[config.mk]
export PLATFORM = sky130hd
export DESIGN_NAME = fbfa_ctrl
export DESIGN_NICKNAME = d
export VERILOG_FILES = /design/src/hdl/fbfa_pkg.sv /design/src/hdl/fbfa_ctrl.sv
export SDC_FILE = /design/constraint.sdc
export NUM_CORES = 1
export LEC_CHECK = 0
export BUFFER_PORTS_ARGS = -buffer_cell sky130_fd_sc_hd__buf_2
export CORE_MARGIN = 2
export CORE_UTILIZATION = 40
export DETAILED_ROUTE_END_ITERATION = 10
export SYNTH_ARGS = -nofsm -noshare
export SYNTH_HDL_FRONTEND = slang
export SYNTH_SLANG_ARGS = --single-unit
export TNS_END_PERCENT = 20
[constraint.sdc]
create_clock -name clk -period 3.91 [get_ports clk]
set_input_delay 0.391 -clock clk [delete_from_list [all_inputs] [get_ports clk]]
set_output_delay 0.391 -clock clk [all_outputs]
set_load 0.01 [all_outputs]
[src/hdl/fbfa_pkg.sv]
// ============================================================================
// Fixed block free list allocator package
// Field widths, function and status codes, register indexes and the helper
// that clamps a block count into the legal range of the pool.
// ============================================================================
package fbfa_pkg;

  // Pool size limit by default.
  localparam int unsigned MAX_BLOCKS_DEF  = 1024;
  // Initial block count after reset.
  localparam int unsigned INIT_BLOCKS_RST = 64;

  // Fixed field widths.
  localparam int unsigned FUNC_W       = 1;
  localparam int unsigned FREE_IDX_W   = 10;
  localparam int unsigned STATUS_W     = 2;
  localparam int unsigned BIDX_W       = 10;
  localparam int unsigned CNT_W        = 11;
  localparam int unsigned IN_TDATA_W   = 16;
  localparam int unsigned OUT_TDATA_W  = 40;
  localparam int unsigned CFG_DATA_W   = 11;
  localparam int unsigned CFG_IDX_W    = 1;

  // Request codes.
  localparam logic [FUNC_W-1:0] FUNC_ALLOC = 1'b0;
  localparam logic [FUNC_W-1:0] FUNC_FREE  = 1'b1;

  // Result status codes.
  localparam logic [STATUS_W-1:0] STATUS_OK       = 2'd0;
  localparam logic [STATUS_W-1:0] STATUS_NO_BLOCK = 2'd1;
  localparam logic [STATUS_W-1:0] STATUS_BAD_FREE = 2'd2;

  // Configuration register indexes.
  localparam logic [CFG_IDX_W-1:0] REG_INITIAL_BLOCKS = 1'b0;
  localparam logic [CFG_IDX_W-1:0] REG_GROW_ON_FULL   = 1'b1;

  // A count of zero becomes one; anything above the pool limit becomes the limit.
  function automatic logic [31:0] clamp_blocks(input logic [31:0] v,
                                               input logic [31:0] maxb);
    logic [31:0] r;
    if (v == 32'd0) begin
      r = 32'd1;
    end else if (v > maxb) begin
      r = maxb;
    end else begin
      r = v;
    end
    return r;
  endfunction

endpackage

[src/hdl/fbfa_ctrl.sv]
// ============================================================================
// Allocator control
// Holds the free list head, fresh block counter, capacity and use count,
// decides each request and drives the link memory and the result register.
// ============================================================================
module fbfa_ctrl
  import fbfa_pkg::*;
#(
  parameter int unsigned MAX_BLOCKS = MAX_BLOCKS_DEF,
  parameter int unsigned IW         = 10,
  parameter int unsigned LW         = 11,
  parameter int unsigned CW         = 11
) (
  input  logic                   clk,
  input  logic                   rst_n,
  input  logic                   in_tvalid,
  output logic                   in_tready,
  input  logic [FUNC_W-1:0]      in_func,
  input  logic [FREE_IDX_W-1:0]  in_free_index,
  output logic                   out_tvalid,
  input  logic                   out_tready,
  output logic [OUT_TDATA_W-1:0] out_tdata,
  input  logic                   cap_load,
  input  logic [CW-1:0]          cap_value,
  input  logic                   grow,
  output logic                   mem_we,
  output logic [IW-1:0]          mem_waddr,
  output logic [LW-1:0]          mem_wdata,
  output logic                   mem_re,
  output logic [IW-1:0]          mem_raddr,
  input  logic [LW-1:0]          mem_rdata
);

  typedef enum logic {S_IDLE, S_POP} state_t;

  localparam logic [LW-1:0] NULL_LINK = LW'(MAX_BLOCKS);
  localparam logic [CW:0]   MAX_DBL   = (CW+1)'(MAX_BLOCKS);
  localparam logic [CW-1:0] MAX_CAP   = CW'(MAX_BLOCKS);
  localparam logic [CW-1:0] CAP_RST   =
    CW'(clamp_blocks(32'(INIT_BLOCKS_RST), 32'(MAX_BLOCKS)));

  state_t                 state_r, state_nxt;
  logic [LW-1:0]          head_r, head_nxt;
  logic [CW-1:0]          fresh_r, fresh_nxt;
  logic [CW-1:0]          cap_r, cap_nxt;
  logic [CW-1:0]          used_r, used_nxt;
  logic                   out_valid_r, out_valid_nxt;
  logic [OUT_TDATA_W-1:0] out_data_r, out_data_nxt;

  logic          accept;
  logic [CW-1:0] ext_idx;
  logic [CW:0]   cap_dbl;
  logic [CW-1:0] cap_grown;
  logic [CW-1:0] given;
  logic [STATUS_W-1:0] status;

  assign in_tready = (state_r == S_IDLE) && (!out_valid_r || out_tready);
  assign accept    = in_tvalid && in_tready;
  assign ext_idx   = CW'(in_free_index);
  assign cap_dbl   = {cap_r, 1'b0};
  assign cap_grown = (cap_dbl > MAX_DBL) ? MAX_CAP : cap_dbl[CW-1:0];

  assign mem_raddr = head_r[IW-1:0];
  assign mem_waddr = ext_idx[IW-1:0];
  assign mem_wdata = head_r;

  always_comb begin
    state_nxt     = state_r;
    head_nxt      = head_r;
    fresh_nxt     = fresh_r;
    cap_nxt       = cap_r;
    used_nxt      = used_r;
    out_valid_nxt = out_valid_r && !out_tready;
    out_data_nxt  = out_data_r;
    mem_we        = 1'b0;
    mem_re        = 1'b0;
    given         = '0;
    status        = STATUS_OK;

    // A reload of the initial size only counts before any block was handed out.
    if (cap_load && (fresh_r == '0)) begin
      cap_nxt = cap_value;
    end

    unique case (state_r)
      S_IDLE: begin
        if (accept) begin
          if (in_func == FUNC_ALLOC) begin
            if (head_r != NULL_LINK) begin
              // Pop: the link of the head arrives next cycle.
              mem_re    = 1'b1;
              given     = CW'(head_r);
              used_nxt  = used_r + 1'b1;
              state_nxt = S_POP;
            end else begin
              if ((fresh_r >= cap_r) && grow && (cap_r < MAX_CAP)) begin
                cap_nxt = cap_grown;
              end
              if (fresh_r < cap_nxt) begin
                given     = fresh_r;
                fresh_nxt = fresh_r + 1'b1;
                used_nxt  = used_r + 1'b1;
              end else begin
                status = STATUS_NO_BLOCK;
              end
            end
          end else begin
            if ((ext_idx >= cap_r) || (used_r == '0)) begin
              status = STATUS_BAD_FREE;
            end else begin
              mem_we   = 1'b1;
              head_nxt = ext_idx[LW-1:0];
              used_nxt = used_r - 1'b1;
            end
          end
          out_valid_nxt = 1'b1;
          out_data_nxt  = {6'd0, cap_nxt[CNT_W-1:0], used_nxt[CNT_W-1:0],
                           given[BIDX_W-1:0], status};
        end
      end
      S_POP: begin
        head_nxt  = mem_rdata;
        state_nxt = S_IDLE;
      end
      default: state_nxt = S_IDLE;
    endcase
  end

  always_ff @(posedge clk) begin
    if (!rst_n) begin
      state_r     <= S_IDLE;
      head_r      <= NULL_LINK;
      fresh_r     <= '0;
      cap_r       <= CAP_RST;
      used_r      <= '0;
      out_valid_r <= 1'b0;
    end else begin
      state_r     <= state_nxt;
      head_r      <= head_nxt;
      fresh_r     <= fresh_nxt;
      cap_r       <= cap_nxt;
      used_r      <= used_nxt;
      out_valid_r <= out_valid_nxt;
    end
    out_data_r <= out_data_nxt;
  end

  assign out_tvalid = out_valid_r;
  assign out_tdata  = out_data_r;

endmodule

## Word level (Yosys, flattened, before mapping)

Cells that the tools add are included.

- $lt $le $gt $ge: 5
- Add/subtract/negate cells: 3
- Muxes and demuxes: 36
- Bitwise operators: 3
- Eq/ne operators: 4
- Reduce and logical (&&, ||, !) cells: 15

Operators by type and width:

| operator | count |
|---|---|
| $mux 11 | 18 |
| $add 11x1->11 const B | 2 |
| $logic_not 11->1 | 2 |
| $pmux 11 s2 | 1 |
| $mux 10 | 2 |
| $gt 12x11->1 const B | 1 |
| $mux 1 | 12 |
| $ge 10x11->1 | 1 |
| $ge 11x11->1 | 1 |
| $lt 11x11->1 | 1 |
| $lt 11x11->1 const B | 1 |
| $ne 11x11->1 const B | 1 |
| $sub 11x1->11 const B | 1 |
| $logic_and 1x1->1 | 6 |
| $ne 2x2->1 const B | 3 |
| $reduce_and 5->1 | 1 |
| $mux 2 | 2 |
| $not 1->1 | 3 |
| $reduce_and 3->1 | 1 |
| $logic_not 1->1 | 2 |
| $logic_or 1x1->1 | 2 |
| $pmux 1 s2 | 1 |
| $reduce_and 2->1 | 1 |

- Input bits: 39
- Register bits: 80
- Output and inout bits: 75

## Longest topological paths before layout

Gate-level depths: netlist (run 1).

- Word-level depth: 12
- Gate-level depth with buffers: 18
- Depth with buffers taken out: 16

## Worst setup path after synthesis (run 1)

No wires, ideal clock.

- Kind: flip-flop to flip-flop
- Start point: register fresh_r[0]
- End point: register out_data_r[18] (netlist: out_tdata[18]), data pin
- Period minus slack after synthesis: 4.050 ns
- Setup slack: -0.140 ns
- Cell stages (with the launch flop): 18
- Arrival time: 3.782 ns
- Setup time: 0.268 ns
- Path through: dfxtp_1 -> inv_1 -> ha_1 -> nor2b_1 -> o21ai_0 -> a21oi_1 -> o21ai_1 -> clkbuf_1 -> buf_1 -> a31oi_1 -> ha_1 -> and4_1 -> nor4b_2 -> nor2_1 -> a211oi_1 -> clkbuf_1 -> o22ai_1 -> xor2_1

- Longest elaborated chain between the ends: 12

Ends and longest elaborated chain:

| item | line | RTL |
|---|---|---|
| start: declaration | fbfa_ctrl.sv:44 | `logic [CW-1:0] fresh_r, fresh_nxt;` |
| start signal: assignment | fbfa_ctrl.sv:140 | `fresh_r <= fresh_nxt;` |
| $ge 11x11->1 / $logic_not 11->1 (equally long branches) | fbfa_ctrl.sv:96, fbfa_ctrl.sv:81 |  |
| $logic_and 1x1->1 (on tied branches) | fbfa_ctrl.sv:96, fbfa_ctrl.sv:81 |  |
| $logic_and 1x1->1 / $mux 11 (equally long branches) | fbfa_ctrl.sv:96, fbfa_ctrl.sv:81 |  |
| $mux 11 | fbfa_ctrl.sv:96 | `if ((fresh_r >= cap_r) && grow && (cap_r < MAX_CAP)) begin` |
| $mux 11 | fbfa_ctrl.sv:89 | `if (head_r != NULL_LINK) begin` |
| $mux 11 | fbfa_ctrl.sv:88 | `if (in_func == FUNC_ALLOC) begin` |
| $mux 11 | fbfa_ctrl.sv:87 | `if (accept) begin` |
| $mux 11 | fbfa_ctrl.sv:85 | `unique case (state_r)` |
| $lt 11x11->1 (*) | fbfa_ctrl.sv:99 | `if (fresh_r < cap_nxt) begin` |
| $mux 11 (*) | fbfa_ctrl.sv:99 |  |
| $mux 11 (*) | fbfa_ctrl.sv:89 |  |
| $mux 11 (*) | fbfa_ctrl.sv:88 |  |
| end signal: assignment | fbfa_ctrl.sv:145 | `out_data_r <= out_data_nxt;` |
| end: declaration | fbfa_ctrl.sv:48 | `logic [OUT_TDATA_W-1:0] out_data_r, out_data_nxt;` |

Mark *: on every way between the ends. The rest lies on a longest branch, timed or not. The select of a mux whose other input is x is not followed.
A chain may end at the register's enable or synchronous reset.

## Worst setup path after layout (run 1)

- Start point: register cap_r[9]
- End point: register used_r[8]

- Longest elaborated chain between the ends: 12

Ends and longest elaborated chain:

| item | line | RTL |
|---|---|---|
| start: declaration | fbfa_ctrl.sv:45 | `logic [CW-1:0] cap_r, cap_nxt;` |
| start signal: assignment | fbfa_ctrl.sv:141 | `cap_r <= cap_nxt;` |
| $ge 11x11->1 | fbfa_ctrl.sv:96 |  |
| $logic_and 1x1->1 (2 in series) | fbfa_ctrl.sv:96 |  |
| $mux 11 | fbfa_ctrl.sv:96 |  |
| $mux 11 | fbfa_ctrl.sv:89 |  |
| $mux 11 | fbfa_ctrl.sv:88 |  |
| $mux 11 | fbfa_ctrl.sv:87 |  |
| $mux 11 | fbfa_ctrl.sv:85 |  |
| $lt 11x11->1 | fbfa_ctrl.sv:99 |  |
| $mux 11 | fbfa_ctrl.sv:99 |  |
| $mux 11 | fbfa_ctrl.sv:89 |  |
| $mux 11 (*) | fbfa_ctrl.sv:88 |  |
| end signal: assignment | fbfa_ctrl.sv:142 | `used_r <= used_nxt;` |
| end: declaration | fbfa_ctrl.sv:46 | `logic [CW-1:0] used_r, used_nxt;` |

Marks and branches as above.

==> results of run 1 <==
-- routing by layer --
metal / up-vias / routed length [um] / global-route usage (%)
met4: 0 / 329 / 7.62
met3: 23 / 593 / 4.62
li1: 2255 / - / -
met5: - / 0 / 0
met1: 2220 / 6610 / 27.3
met2: 128 / 7320 / 37.6
-- per-stage QoR --
step | instances | hold WS (ns) | setup slack [ns] | total power [mW] | area [um2]
5_1_grt | 873 | 0.316 | -0.0194 | 3.20 | 6620
4_1_cts | 865 | 0.301 | 0.00463 | 2.94 | 6360
3_5_place_dp | 849 | 0.518 | -0.409 | 2.08 | 6050
6_report | 873 | 0.306 | 0.121 | 3.03 | 6620
3_3_place_gp | 849 | 0.478 | -0.344 | 2.06 | 6050
2_1_floorplan | 553 | 0.466 | -0.0106 | 1.71 | 5080
-- Yosys cell counts, types with 3 or more instances --
| master | instances |
|---|---|
| nand2_1 | 60 |
| dfxtp_1 | 46 |
| mux2i_1 | 44 |
| a21oi_1 | 41 |
| ha_1 | 35 |
| edfxtp_1 | 34 |
| nor2_1 | 30 |
| buf_4 | 27 |
| inv_1 | 24 |
| clkbuf_1 | 21 |
| o21ai_0 | 18 |
| nand2b_1 | 17 |
| nand3_1 | 17 |
| a31oi_1 | 11 |
| nand4_1 | 10 |
| o211a_1 | 9 |
| and3_1 | 7 |
| nor3_1 | 7 |
| xnor2_1 | 7 |
| or3_1 | 6 |
| nor2b_1 | 5 |
| o22ai_1 | 5 |
| and2_1 | 4 |
| o31ai_1 | 4 |
| or4_1 | 4 |
| a221o_1 | 3 |
| nor4_1 | 3 |
| o21a_1 | 3 |
| xor2_1 | 3 |
-- final cells by class --
cell class | count | share of cell area (%)
inverter | 25 | 1.42
timing repair buffer | 184 | 17.0
sequential | 80 | 29.4
clock inverter | 6 | 1.06
clock buffer | 10 | 3.46
tap | 172 | 3.25
multi-input combinational | 396 | 44.4
-- state kept, by name, indices dropped and copies added, names as in the netlist --
register,flops
mem_wdata,11
used_r,11
fresh_r,11
cap_r,11
out_tdata,34
out_tvalid,1
state_r,1
-- critical path, stage by stage, from the launching register on --
cell,delay [ns]
dfxtp_2,0.34
inv_2,0.04
ha_1,0.26
and2_4,0.16
a221o_1,0.35
nand2_2,0.11
o21ai_4,0.08
buf_6,0.14
buf_4,0.13
a31oi_1,0.17
ha_1,0.27
and4_1,0.21
a221o_1,0.36
buf_4,0.18
a221o_1,0.37
or4_4,0.43
a21oi_2,0.12
-- repair_timing --
action                                  4_1_cts  5_1_grt
endpoints found under the setup margin       16       41
cloned                                        0        4
buffers inserted                              0        5
hold buffers                                  0        0
resized for setup                             2       47
pin swaps                                     2       19
-- power by group --
part           total, mW  internal [mW]  switching, mW
sequential          1.09           1.01         0.0801
clock              0.861          0.497          0.364
combinational       1.09          0.472          0.615
total               3.03           1.98           1.06
-- how the worst max path moves through the flow --
stage | endpoint | slack [ns]
floorplan | used_r[2] | -0.01
global placement | out_tdata[18] | -0.34
detailed placement | out_tdata[18] | -0.41
CTS | used_r[5] | 0.005
global route | out_tdata[19] | -0.02
finish | used_r[8] | 0.12
-- logic make-up after synthesis --
group	Yosys count
xor+xnor	10
fa+ha+maj	35
flops	80
mux	46
compound gates	113
simple gates	186
other cells	1
buf+inv	77
-- layout by cell type (no fill, tap or decap), drive strengths merged, types with 3 or more instances in the layout --
| cell type | Yosys | final |
|---|---|---|
| nand2b | 17 | 17 |
| or3 | 6 | 6 |
| nor2b | 5 | 5 |
| and3 | 8 | 8 |
| and2 | 7 | 7 |
| o31ai | 4 | 4 |
| buf | 31 | 184 |
| xor2 | 3 | 3 |
| a221o | 3 | 3 |
| nor3 | 7 | 7 |
| nand2 | 60 | 60 |
| a211oi | 3 | 3 |
| nor3b | 3 | 3 |
| o21a | 3 | 3 |
| o21ai | 20 | 20 |
| o22ai | 5 | 5 |
| nand4 | 10 | 10 |
| o211a | 9 | 9 |
| edfxtp | 34 | 34 |
| nor4 | 4 | 4 |
| nor2 | 30 | 30 |
| nand3 | 17 | 17 |
| clkinvlp | 0 | 3 |
| xnor2 | 7 | 7 |
| mux2i | 44 | 44 |
| conb | 1 | 6 |
| ha | 35 | 35 |
| or4 | 4 | 4 |
| dfxtp | 46 | 46 |
| clkbuf | 21 | 10 |
| inv | 24 | 24 |
| a31oi | 11 | 11 |
| clkinv | 1 | 3 |
| nor4b | 3 | 3 |
| a21oi | 41 | 41 |
==> flow_summary_export.csv, run 1 <==
group,metric,value,unit
outcome,status,"finished, final reports clean",
sta,drv_slew,0,
yosys,synthTopCellsByArea,"edfxtp_1 (20%), dfxtp_1 (18%), mux2i_1 (8.7%)",
final_layout,fin_util,53.1,%
floorplanning,fp.dieArea,0.0135,mm2
sta,finalHoldViolCount,0,
worst_hold_path,hold_end,"mem_wdata[10]",
sta,fmax,0.264,GHz
setup_path,crit_path_start_kind,"flip-flop",
route,drt-vias-per-instance,5.30,
route,ant_nets,0,
power_and_ir_drop,p_per_area,459,mW/mm2
floorplanning,die_width,116,um
yosys,yosys.area_share.simple,19.2,%
clock_tree,root_buffer,"clkbuf_16",
setup_path,crit_path_start,"cap_r[9]",
setup_path,required,4.20,ns
yosys,synth_edf_count,34,
clock_tree,cts_tree,"done",
place,gp_congestion,0.878,
yosys,synth_xor_area_share,1.73,%
yosys,seq_area_frac_synth,38.4,%
yosys,synthMuxAreaShare,9.16,%
setup_path,rr_endpoint,"used_r[8]",
yosys,syn_avg_cell_area,9.22,um2
yosys,synth.cell_area,0.00505,mm2
sta,max_slew.worst_pin.slew,0.737,ns
final_layout,fillers,1152,
worst_hold_path,hold_class,"input pin to flip-flop",
sta,post-route-min-period,3.79,ns
yosys,ys_ff_latch,80,
route,drt_wl_total,14800,um
route,vias,4626,
final_layout,drive_gt1_share,34.2,%
floorplanning,start_util,40.5,%
run,drv_cap,0,
grt,grt-ovfl-total,0,
clock_tree,cts.sinks,80,
yosys,synth_warnings,0,
yosys,ys_async_sr_fraction,0,%
setup_path,arrival,4.08,ns
clock_tree,numCtsBuffers,9,
place,portBuffers,107,
yosys,synthCells,548,
sta,post-route-period-util,96.9,%
setup_path,critPathKind,"flip-flop to flip-flop",
yosys,synth_top_family_by_area,"simple AND/OR/NAND/NOR gates",
clock_tree,clock_latency,0.35,ns
sta,fin_skew,0.0118,ns
clock_tree,clk_pin_slew,0.07,ns
final_layout,area_growth,30.9,%
power_and_ir_drop,leakagePower,3.18,nW
final_layout,antenna_cells,0,
route,firstDrtPassIters,4,
setup_path,reg2reg_depth,16,
floorplanning,std_cell_rows,41,
route,drtIter0Drc,248,
power_and_ir_drop,ir_drop,0.227,mV
setup_path,reg2reg_setup_slack,0.12,ns
grt,grt_pass1_vias,4454,
grt,grt_max_degree,57,
setup_path,end_kind,"flip-flop",
yosys,synth_top_area_share,20.2,%
floorplanning,fp.dieH,116,um
final_layout,multi_input_area,0.00293,mm2
worst_hold_path,whs_path_depth,3,
clock_tree,h-tree-depth,3,
sta,setup_viol,0,
grt,grt_pass1_wl,22600,um
yosys,synth_cell_types,62,
yosys,synth-adder-area-share,8.67,%
grt,grt_usage,21.9,%
yosys,synth_compound_area_share,14.9,%
final_layout,seqCellArea,0.00195,mm2
floorplanning,ioPinCount,114,
yosys,synth_area_leader_cell,"edfxtp_1",
sta,tns,0,ns
yosys,ys.flop_type,"dfxtp_1",
sta,relSlewSlack,50.7,%
grt,antenna_found_initial,0,
route,avgRoutedWirePerCell,17.0,um
clock_tree,clk_path_buf_depth,2,
setup_path,critical_path.max_fanout,5,
worst_hold_path,hp-start,"mem_rdata[10]",
floorplanning,coreArea,0.0125,mm2
place,dpl.hpwl,10700,um
setup_path,r2r_start,"cap_r[9]",
route,drc,0,
final_layout,nets,770,
Power figures use the tool's default switching activity.
==> inputs of run 2 (changes only) <==
Settings changed: SETUP_SLACK_MARGIN set to 0.5.
==> flow_summary_export.csv, run 2 (same netlist as run 1, synthesis figures left out) <==
group,metric,value,unit
grt,grt_pass1_wl,22100,um
sta,post-route-period-util,95.0,%
run,drv_cap,0,
final_layout,final_area,0.00675,mm2
clock_tree,clock_latency,0.36,ns
final_layout,multi_input_area,0.00306,mm2
sta,rsz0062_at_grt,"yes",
floorplanning,fp.dieArea,0.0135,mm2
clock_tree,numCtsBuffers,9,
setup_path,critPathKind,"flip-flop to flip-flop",
clock_tree,cts.sinks,80,
floorplanning,die_width,116,um
place,portBuffers,107,
setup_path,critical_path.max_fanout,6,
sta,holdWs,0.268,ns
grt,grt-ovfl-total,0,
floorplanning,start_util,40.5,%
setup_path,reg2reg_depth,18,
final_layout,largest_reg_flops,34,
grt,grt_max_degree,57,
power_and_ir_drop,finalPower,3.11,mW
clock_tree,h-tree-depth,3,
setup_path,crit_path_start_kind,"flip-flop",
outcome,status,"finished, final reports clean",
route,drc,0,
sta,fmax,0.269,GHz
clock_tree,clk_pin_slew,0.06,ns
final_layout,mostFrequentLayoutCells,"buf_2 (108), nand2_1 (57), buf_4 (46), a21oi_1 (36), mux2i_1 (36)",
power_and_ir_drop,p_per_area,461,mW/mm2
worst_hold_path,hold_class,"input pin to flip-flop",
sta,finalHoldViolCount,0,
final_layout,antenna_cells,0,
worst_hold_path,whs_path_depth,3,
clock_tree,root_buffer,"clkbuf_16",
route,drt-vias-per-instance,5.28,
sta,post-route-min-period,3.71,ns
grt,grt_usage,21.5,%
power_and_ir_drop,ir_drop,0.210,mV
sta,relSlewSlack,51.1,%
sta,fin_skew,0.00630,ns
place,dpl.hpwl,10600,um
place,gp_congestion,0.888,
clock_tree,cts_tree,"done",
final_layout,finalNonFillerCells,854,
setup_path,end_kind,"flip-flop",
place,dp_cells,813,
floorplanning,coreArea,0.0125,mm2
sta,max_slew.worst_pin.slew,0.732,ns
route,firstDrtPassIters,4,
floorplanning,std_cell_rows,41,
setup_path,rr_endpoint,"fresh_r[4]",
route,vias,4512,
grt,antenna_found_initial,0,
final_layout,final_common_cell,"buf_2",
worst_hold_path,hold_end,"mem_wdata[10]",
final_layout,drive_gt1_share,37.7,%
setup_path,arrival,3.95,ns
floorplanning,ioPinCount,114,
route,drtIter0Drc,281,
final_layout,nets,751,
grt,grt_pass1_vias,4139,
final_layout,area_growth,33.5,%
place,placed_cell_area,0.00586,mm2
setup_path,r2r_start,"fresh_r[10]",
worst_hold_path,hp-start,"mem_rdata[10]",
clock_tree,clk_path_buf_depth,2,
final_layout,seqCellArea,0.00196,mm2
power_and_ir_drop,leakagePower,3.18,nW
final_layout,fin_util,54.1,%
sta,drv_slew,0,
sta,setup_slack,0.196,ns
final_layout,fillers,1095,
setup_path,required,4.15,ns
setup_path,reg2reg_setup_slack,0.20,ns
sta,setup_viol,0,
sta,tns,0,ns
route,avgRoutedWirePerCell,17.3,um
setup_path,crit_path_start,"fresh_r[10]",
place,post-place-ws,0.0595,ns
route,ant_nets,0,
floorplanning,fp.dieH,116,um
route,drt_wl_total,14800,um
[run 2: cell count changes in the layout (fill, tap and decap cells not counted), moves of 4 or more]
cell     previous run  this run
buf_4              70        46
dfxtp_1            43        35
dfxtp_2             3         9
inv_1              22        17
inv_2               2         6
mux2i_1            42        36
nor2_1             29        25
nor2_2              0         4
[run 2: final cells by class]
class | count | share of cell area (%)
clock buffers | 9 | 3.34
clock inverters | 7 | 1.78
inverters | 25 | 1.43
multi-input cells | 396 | 45.4
flip-flops and latches | 80 | 29.1
well taps | 172 | 3.19
repair buffers | 165 | 15.8
[run 2: what timing repair did]
item | 4_1_cts | 5_1_grt
setup endpoints to repair | 50 | 51
setup buffers | 9 | 12
resized for setup | 13 | 62
pin swaps | 8 | 25
cloned | 0 | 4
hold buffers | 0 | 0
[run 2: worst max path at each step]
stage                          to  slack [ns]
detailed placement  out_tdata[22]        0.06
global placement        used_r[6]        0.12
CTS                    fresh_r[4]        0.22
finish                 fresh_r[4]        0.20
floorplan               used_r[5]        0.30
global route        out_tdata[15]        0.05
[run 2: metal layers]
metal	track usage [%]	up-vias	routed length (um)
li1	-	2220	-
met1	29.7	2151	6850
met5	0	-	0
met2	32.9	117	6870
met4	10.6	0	431
met3	3.22	24	602
[run 2: power by group]
| part | internal, mW | leakage [nW] | total [mW] | switching (mW) |
|---|---|---|---|---|
| clock network | 0.625 | 0.166 | 0.987 | 0.363 |
| registers | 1.01 | 0.719 | 1.09 | 0.0824 |
| logic | 0.445 | 2.30 | 1.03 | 0.589 |
| total | 2.08 | 3.18 | 3.11 | 1.03 |
[run 2: worst max-delay path: stages (launching register included)]
cell and delay [ns]:
dfxtp_4 0.37, ha_4 0.27, and2_4 0.13, nand4_1 0.10, buf_4 0.18, o21ai_4 0.26
buf_12 0.16, nor2_4 0.03, a31oi_1 0.16, ha_1 0.29, a21oi_2 0.14, o21ai_1 0.08
a221o_2 0.45, buf_6 0.15, buf_6 0.11, a2111oi_4 0.21, buf_4 0.22, nand3_4 0.08
mux2i_4 0.20
